[src/hdl/pwmm_pkg.sv]
// ----------------------------------------------------------------------------
// pwmm_pkg
// Shared types and constants of the PWM period and duty meter.
// ----------------------------------------------------------------------------
package pwmm_pkg;

  localparam int unsigned COUNTER_BITS_DEF = 32;

  localparam int unsigned CFG_IDX_W  = 2;
  localparam int unsigned CFG_DATA_W = 32;

  localparam logic [CFG_IDX_W-1:0] CFG_HW_PWM_MODE    = 2'd0;
  localparam logic [CFG_IDX_W-1:0] CFG_TIMER_CLOCK_HZ = 2'd1;
  localparam logic [CFG_IDX_W-1:0] CFG_TIMEOUT_MS     = 2'd2;

  localparam logic [31:0] TIMER_CLOCK_HZ_RST = 32'd1000000;
  localparam logic [15:0] TIMEOUT_MS_RST     = 16'd1000;

  localparam int unsigned DUTY_W    = 14;
  localparam logic [DUTY_W-1:0] DUTY_FULL = 14'd10000;

  localparam int unsigned MS_W = 17;
  localparam logic [MS_W-1:0] MS_SAT = 17'h1FFFF;

  localparam int unsigned DIV_W  = 32;
  localparam int unsigned CNT_W  = 5;

  localparam int unsigned S_TDATA_W = 64;
  localparam int unsigned M_TDATA_W = 80;
  localparam int unsigned M_TUSER_W = 2;

  // input beat kind
  localparam logic CMD_CAPTURE = 1'b0;
  localparam logic CMD_TICK    = 1'b1;

  // capture sequence of the rise-fall-rise mode
  localparam logic [1:0] PH_RISE1 = 2'd0;
  localparam logic [1:0] PH_FALL  = 2'd1;
  localparam logic [1:0] PH_RISE2 = 2'd2;

  typedef enum logic [2:0] {
    ST_IDLE,
    ST_EVAL,
    ST_MUL,
    ST_DIV_F,
    ST_DIV_D,
    ST_OUT
  } state_e;

endpackage

[src/hdl/pwm_period_duty_meter.sv]
// ----------------------------------------------------------------------------
// pwm_period_duty_meter
// Period, frequency and duty of one PWM input from timer capture beats.
// ----------------------------------------------------------------------------
// Each input beat is a capture event or a millisecond tick; each gives one
// output beat. A tick or a capture that reports nothing goes from the
// evaluate state straight to output. A reporting capture goes on through
// the multiply state and one shared 32-bit restoring divide step, first on
// the frequency, then on the duty; the duty divide is skipped when the high
// time reaches the period and the duty saturates. The output register lets
// the next beat be accepted while a result still waits on the master side.
module pwm_period_duty_meter import pwmm_pkg::*; #(
  parameter int unsigned COUNTER_BITS = COUNTER_BITS_DEF
) (
  input  logic                  clk_i,
  input  logic                  rst_ni,
  input  logic                  cfg_we_i,
  input  logic [CFG_IDX_W-1:0]  cfg_idx_i,
  input  logic [CFG_DATA_W-1:0] cfg_wdata_i,
  input  logic                  s_axis_tvalid,
  output logic                  s_axis_tready,
  // [31:0] capture_main, [63:32] capture_sub
  input  logic [S_TDATA_W-1:0]  s_axis_tdata,
  // command
  input  logic                  s_axis_tuser,
  output logic                  m_axis_tvalid,
  input  logic                  m_axis_tready,
  // [31:0] period_count, [63:32] frequency_hz, [77:64] duty_hundredths,
  // [78] expect_falling, [79] zero
  output logic [M_TDATA_W-1:0]  m_axis_tdata,
  // [0] measure_valid, [1] timed_out
  output logic [M_TUSER_W-1:0]  m_axis_tuser
);

  localparam int unsigned CB     = COUNTER_BITS;
  localparam int unsigned PROD_W = CB + DUTY_W;

  state_e state_q, state_d;

  logic        hw_mode_q;
  logic [31:0] clk_hz_q;
  logic [15:0] timeout_q;

  logic          cmd_q;
  logic [CB-1:0] main_q, sub_q;
  logic [1:0]    phase_q, phase_d;
  logic [CB-1:0] first_q, first_d;
  logic [CB-1:0] fall_q, fall_d;
  logic [MS_W-1:0] ms_q, ms_d;

  logic [CB-1:0] per_q, per_d;
  logic [CB-1:0] high_q, high_d;
  logic          rvalid_q, rvalid_d;
  logic          rtout_q, rtout_d;
  logic          sat_q, sat_d;
  logic [PROD_W-1:0] prod_q, prod_d;

  logic [DIV_W-1:0]  rem_q, rem_d;
  logic [DIV_W-1:0]  sr_q, sr_d;
  logic [CNT_W-1:0]  cnt_q, cnt_d;
  logic [31:0]       freq_q, freq_d;
  logic [DUTY_W-1:0] duty_q, duty_d;

  logic        ovalid_q, ovalid_d;
  logic [M_TDATA_W-1:0] odata_q, odata_d;
  logic [M_TUSER_W-1:0] ouser_q, ouser_d;

  // shared divide step
  logic [DIV_W:0]   rem_sh;
  logic [DIV_W+1:0] diff;
  logic             qbit;
  logic [DIV_W-1:0] rem_nx;
  logic [DIV_W-1:0] sr_nx;

  logic            accept;
  logic            out_free;
  logic [MS_W-1:0] ms_inc;
  logic [CB-1:0]   cap_per, cap_high;
  logic            cap_rep;

  assign accept   = s_axis_tvalid && s_axis_tready;
  assign out_free = !ovalid_q || m_axis_tready;
  assign s_axis_tready = (state_q == ST_IDLE);

  assign m_axis_tvalid = ovalid_q;
  assign m_axis_tdata  = odata_q;
  assign m_axis_tuser  = ouser_q;

  assign rem_sh = {rem_q, sr_q[DIV_W-1]};
  assign diff   = {1'b0, rem_sh} - {2'b00, DIV_W'(per_q)};
  assign qbit   = !diff[DIV_W+1];
  assign rem_nx = qbit ? diff[DIV_W-1:0] : rem_sh[DIV_W-1:0];
  assign sr_nx  = {sr_q[DIV_W-2:0], qbit};

  assign ms_inc = (ms_q < MS_SAT) ? ms_q + 1'b1 : ms_q;

  // capture evaluation, rise-fall-rise sequence or hardware counts
  always_comb begin
    phase_d  = phase_q;
    first_d  = first_q;
    fall_d   = fall_q;
    cap_per  = '0;
    cap_high = '0;
    cap_rep  = 1'b0;
    if (hw_mode_q) begin
      cap_per  = main_q;
      cap_high = sub_q;
      cap_rep  = 1'b1;
    end else if (phase_q == PH_FALL) begin
      fall_d  = main_q;
      phase_d = PH_RISE2;
    end else if (phase_q == PH_RISE2) begin
      cap_per  = main_q - first_q;
      cap_high = fall_q - first_q;
      cap_rep  = 1'b1;
      phase_d  = PH_RISE1;
    end else begin
      first_d = main_q;
      phase_d = PH_FALL;
    end
  end

  // next state
  always_comb begin
    state_d = state_q;
    unique case (state_q)
      ST_IDLE:  if (accept) state_d = ST_EVAL;
      ST_EVAL: begin
        if ((cmd_q == CMD_CAPTURE) && cap_rep && (cap_per != '0)) state_d = ST_MUL;
        else state_d = ST_OUT;
      end
      ST_MUL:   state_d = ST_DIV_F;
      ST_DIV_F: begin
        if (cnt_q == '0) state_d = sat_q ? ST_OUT : ST_DIV_D;
      end
      ST_DIV_D: if (cnt_q == '0) state_d = ST_OUT;
      ST_OUT:   if (out_free) state_d = ST_IDLE;
      default:  state_d = ST_IDLE;
    endcase
  end

  // datapath
  always_comb begin
    ms_d     = ms_q;
    per_d    = per_q;
    high_d   = high_q;
    rvalid_d = rvalid_q;
    rtout_d  = rtout_q;
    sat_d    = sat_q;
    prod_d   = prod_q;
    rem_d    = rem_q;
    sr_d     = sr_q;
    cnt_d    = cnt_q;
    freq_d   = freq_q;
    duty_d   = duty_q;
    ovalid_d = ovalid_q && !m_axis_tready;
    odata_d  = odata_q;
    ouser_d  = ouser_q;
    unique case (state_q)
      ST_IDLE: ;
      ST_EVAL: begin
        rvalid_d = 1'b0;
        rtout_d  = 1'b0;
        if (cmd_q == CMD_TICK) begin
          ms_d = ms_inc;
          if (ms_inc > {1'b0, timeout_q}) rtout_d = 1'b1;
        end else begin
          ms_d     = '0;
          per_d    = cap_per;
          high_d   = cap_high;
          rvalid_d = cap_rep && (cap_per != '0);
        end
      end
      ST_MUL: begin
        prod_d = PROD_W'(high_q) * PROD_W'(DUTY_FULL);
        sat_d  = (high_q >= per_q);
        rem_d  = '0;
        sr_d   = clk_hz_q;
        cnt_d  = CNT_W'(DIV_W - 1);
      end
      ST_DIV_F: begin
        rem_d = rem_nx;
        sr_d  = sr_nx;
        cnt_d = cnt_q - 1'b1;
        if (cnt_q == '0) begin
          freq_d = sr_nx;
          duty_d = DUTY_FULL;
          rem_d  = DIV_W'(prod_q[PROD_W-1:DUTY_W]);
          sr_d   = {prod_q[DUTY_W-1:0], {(DIV_W-DUTY_W){1'b0}}};
          cnt_d  = CNT_W'(DUTY_W - 1);
        end
      end
      ST_DIV_D: begin
        rem_d = rem_nx;
        sr_d  = sr_nx;
        cnt_d = cnt_q - 1'b1;
        if (cnt_q == '0) duty_d = sr_nx[DUTY_W-1:0];
      end
      ST_OUT: begin
        if (out_free) begin
          ovalid_d = 1'b1;
          odata_d  = {1'b0,
                      !hw_mode_q && (phase_q == PH_FALL),
                      rvalid_q ? duty_q : {DUTY_W{1'b0}},
                      rvalid_q ? freq_q : 32'd0,
                      rvalid_q ? 32'(per_q) : 32'd0};
          ouser_d  = {rtout_q, rvalid_q};
        end
      end
      default: ;
    endcase
  end

  always_ff @(posedge clk_i or negedge rst_ni) begin
    if (!rst_ni) begin
      state_q   <= ST_IDLE;
      hw_mode_q <= 1'b0;
      clk_hz_q  <= TIMER_CLOCK_HZ_RST;
      timeout_q <= TIMEOUT_MS_RST;
      phase_q   <= PH_RISE1;
      first_q   <= '0;
      fall_q    <= '0;
      ms_q      <= '0;
      ovalid_q  <= 1'b0;
    end else begin
      state_q  <= state_d;
      ms_q     <= ms_d;
      ovalid_q <= ovalid_d;
      if (state_q == ST_EVAL) begin
        if (cmd_q == CMD_TICK) begin
          if (ms_inc > {1'b0, timeout_q}) phase_q <= PH_RISE1;
        end else begin
          phase_q <= phase_d;
          first_q <= first_d;
          fall_q  <= fall_d;
        end
      end
      if (cfg_we_i) begin
        unique case (cfg_idx_i)
          CFG_HW_PWM_MODE:    hw_mode_q <= cfg_wdata_i[0];
          CFG_TIMER_CLOCK_HZ: clk_hz_q  <= cfg_wdata_i;
          CFG_TIMEOUT_MS:     timeout_q <= cfg_wdata_i[15:0];
          default: ;
        endcase
      end
    end
  end

  always_ff @(posedge clk_i) begin
    if (accept) begin
      cmd_q  <= s_axis_tuser;
      main_q <= s_axis_tdata[CB-1:0];
      sub_q  <= s_axis_tdata[32+CB-1:32];
    end
    per_q    <= per_d;
    high_q   <= high_d;
    rvalid_q <= rvalid_d;
    rtout_q  <= rtout_d;
    sat_q    <= sat_d;
    prod_q   <= prod_d;
    rem_q    <= rem_d;
    sr_q     <= sr_d;
    cnt_q    <= cnt_d;
    freq_q   <= freq_d;
    duty_q   <= duty_d;
    odata_q  <= odata_d;
    ouser_q  <= ouser_d;
  end

  a_duty_range: assert property (@(posedge clk_i) disable iff (!rst_ni)
    m_axis_tvalid |-> (m_axis_tdata[77:64] <= DUTY_FULL))
    else $error("duty above full scale");

  a_valid_period: assert property (@(posedge clk_i) disable iff (!rst_ni)
    (m_axis_tvalid && m_axis_tuser[0]) |-> (m_axis_tdata[31:0] != 32'd0))
    else $error("measurement with zero period");

  a_tout_clean: assert property (@(posedge clk_i) disable iff (!rst_ni)
    (m_axis_tvalid && m_axis_tuser[1]) |->
      (!m_axis_tuser[0] && !m_axis_tdata[78] && (m_axis_tdata[77:0] == '0)))
    else $error("timeout beat carries data");

  a_phase_used: assert property (@(posedge clk_i) disable iff (!rst_ni)
    phase_q != 2'd3)
    else $error("unused capture phase entered");

  a_div_len: assert property (@(posedge clk_i) disable iff (!rst_ni)
    (state_q == ST_DIV_D) |-> (cnt_q < CNT_W'(DUTY_W)))
    else $error("duty divide overrun");

endmodule

[config.mk]
export PLATFORM = sky130hd
export DESIGN_NAME = pwm_period_duty_meter
export DESIGN_NICKNAME = d
export VERILOG_FILES = /design/src/hdl/pwmm_pkg.sv /design/src/hdl/pwm_period_duty_meter.sv
export SDC_FILE = /design/constraint.sdc
export NUM_CORES = 1
export LEC_CHECK = 0
export BUFFER_PORTS_ARGS = -buffer_cell sky130_fd_sc_hd__buf_2
export CAP_MARGIN = 20
export CORE_AREA = 2 2 384 272
export CTS_CLUSTER_SIZE = 14
export DETAILED_ROUTE_END_ITERATION = 8
export DIE_AREA = 0 0 386 274
export REMOVE_ABC_BUFFERS = 1
export SLEW_MARGIN = 20
export SYNTH_ARGS = -nofsm -noshare
export SYNTH_HDL_FRONTEND = slang
export SYNTH_SLANG_ARGS = --single-unit
[constraint.sdc]
create_clock -name clk_i -period 6.8 [get_ports clk_i]
set_input_delay 1.36 -clock clk_i [delete_from_list [all_inputs] [get_ports clk_i]]
set_output_delay 1.36 -clock clk_i [all_outputs]
set_load 0.02 [all_outputs]
==> out/metrics.yaml <==
outcome:
  status: "completed"
placed_design:
  portBuffers: 186
  dp_cells: 4219
  place_congestion: 0.8816
  placed_cell_area_um2: 32950
  dpl.hpwl_um: 57060
timing:
  max_freq_mhz: 168.8
  finalSetupViolCount: 0
  rsz0062_at_grt: "false"
  tightest_slew_ps: 1005
  fin_crit_sh_pct: 87.12
  period_minus_slack_ps: 5924
  final-hold-violation-count: 0
  drv_slew: 0
  fin_skew_ps: 41.60
  max_slew_margin_pct: 32.97
  finalSetupTns_ps: 0
floorplan:
  die_area_um2: 105800
  io_pins: 188
  die_w_um: 386
  coreArea_um2: 102700
  core.rowCount: 99
  initial_core_util_pct: 29.54
  die_y_um: 274
routing:
  drc: 0
  drtAntennaViolNets: 0
  wl_per_cell_um: 17.90
  routed_via_density: 4.763
  vias: 20580
  firstDrtPassIters: 5
  drt_first_iter_violations: 1669
  wl_um: 77340
cells_and_area:
  final_cells: 4321
  stdcell_area_um2: 34730
  fill_cells: 10290
  fin_util_pct: 33.82
  layout_common_cells: "370 x edfxtp_1, 349 x inv_1, 266 x ha_1, 218 x nand2_1, 185 x buf_2"
  area_delta_synth_final_pct: 14.50
  layout_commonest_cell: "edfxtp_1"
  layout.nets: 3368
  drive_gt1_share_pct: 15.52
clock_network:
  clockRootBuffer: "clkbuf_16"
  cts.sinks: 506
  cts_buffers: 54
  post_cts_buffers: 0
  cts_hold_buffers: 0
  htree_levels: 2
  clkTransAtPathRegs_ps: 60
  cts_tree: "built"
  post_cts_resized: 0
  clkLatencyLatePin_ps: 650
  clock_path_buffers: 3
synthesis:
  synthTopCellsByArea: "edfxtp_1 37%, ha_1 11%, dfrtp_1 10%"
  synth_area_per_cell_um2: 11.16
  synth_seq_cells: 506
  ys_seq_area_share_pct: 47.90
  yosysWarningCount: 0
  ys_types: 79
  async_flop_share_pct: 26.88
  ys.flop_type: "edfxtp_1"
  synth_edf_count: 370
  netlist_area_um2: 30340
  syn_inst: 2719
  yosys.area.top_type: "edfxtp_1"
  synth_top_area_share_pct: 36.63
grt:
  grt_pass1_wl_um: 118800
  grt-ovfl-total: 0
  first_global_vias: 20110
  grtUsageTotal_pct: 14.52
  grt_max_degree: 89
  antenna_found_initial: 3
setup_path:
  cp-start-kind: "flip-flop"
  crit_type: "reg -> reg"
  crit_fanout: 5
  cp.arrival_ps: 6290
  crit_required_ps: 7170
  cp-end-kind: "flip-flop"
hold_path:
  hold_path_class: "reg -> reg"
flow_run:
  max_cap_violations: 0
per-layer routing:
layer | global-route usage, % | vias up | part of all wire, %
met2 | 22.06 | 497 | 43
met4 | 4.096 | 2 | 2.7
met3 | 2.034 | 103 | 4.9
li1 | - | 9969 | -
met1 | 21.41 | 10010 | 49
met5 | 0 | - | 0.016
flip-flops by register name (all words and copies together), names as in the netlist, 17 cells and up:
name,cells
sr_q,32
high_q,32
main_q,32
freq_q,32
fall_q,32
first_q,32
sub_q,32
per_q,32
clk_hz_q,32
rem_q,32
ms_q,17
prod_q,42
m_axis_tdata,79
final timing paths:
| path | depth (start not counted) | startpoint | to | slack [ps] |
|---|---|---|---|---|
| min in group asynchronous | 1 | rst_ni | ms_q[2] | 810 |
| hold reg to reg | 0 | rtout_q | m_axis_tuser[1] | 430 |
| hold / removal | 0 | rtout_q | m_axis_tuser[1] | 430 |
| setup reg to reg | 24 | high_q[4] | prod_q[45] | 880 |
| setup / recovery | 24 | high_q[4] | prod_q[45] | 880 |
| max in group asynchronous | 2 | rst_ni | clk_hz_q[31] | 4720 |
metrics by stage:
step	worst slack [ps]	hold slack, ps
after floorplan	208.0	400.3
after global placement	894.2	405.4
after detailed placement	854.4	416.2
after CTS	819.3	430.2
after global routing	542.3	436.6
final	875.7	426.4
synthesized netlist by cell type (12+ instances only):
cell and number:
dfstp_2 13, a221oi_1 13, clkbuf_1 64, and2_1 83, nor2b_1 23, dfrtp_1 123, fa_1 86, nor2_1 126
xnor2_1 73, xor2_1 46, inv_1 349, mux2_2 114, a21oi_1 116, nand3_1 30, nand2_1 218, a21o_1 76
and3_1 27, a22o_1 24, o21ai_1 15, nand4_1 16, or3_1 17, edfxtp_1 370, nor3_1 22, nand2b_1 33
a211oi_1 12, a31oi_1 16, o21a_1 17, o21ai_0 157, o21bai_1 14, ha_1 266, o31ai_1 14
cell type report:
type / instances / area, um^2 / share of cell area [%]
multi-input combinational: 1790 / 14270 / 41.08
antenna: 1 / 2.502 / 0.007205
clock inverter: 23 / 251.5 / 0.7241
tap: 1363 / 1705 / 4.910
timing repair buffer: 210 / 1130 / 3.253
clock buffer: 78 / 1531 / 4.409
sequential: 506 / 14530 / 41.84
inverter: 350 / 1314 / 3.782
cells by family after synthesis:
| logic type | synth area share, % |
|---|---|
| DFF | 47.90 |
| and+or+nand+nor | 10.23 |
| muxes | 4.496 |
| AOI/OAI and AO/OA | 12.01 |
| other | 0.01236 |
| buffers and inverters | 5.263 |
| xor gates and xnor gates | 3.436 |
| adders and majority gates | 16.65 |
critical path, cell delays in order, from the launching register on:
cell	delay, ps
edfxtp_1	430
inv_1	140
fa_1	550
inv_1	40
ha_1	260
inv_1	50
fa_1	540
inv_1	40
ha_1	260
inv_1	50
fa_1	490
inv_1	40
ha_1	230
a2111oi_0	330
o21ai_0	210
a311o_1	340
a21oi_1	160
buf_4	160
a31o_2	240
o211ai_1	220
a31oi_1	250
a21boi_0	170
a21o_1	200
a21oi_1	160
xnor2_1	70
Power is not shown: default switching activity piles up to over one toggle a cycle in this logic, so the estimate is an artifact.
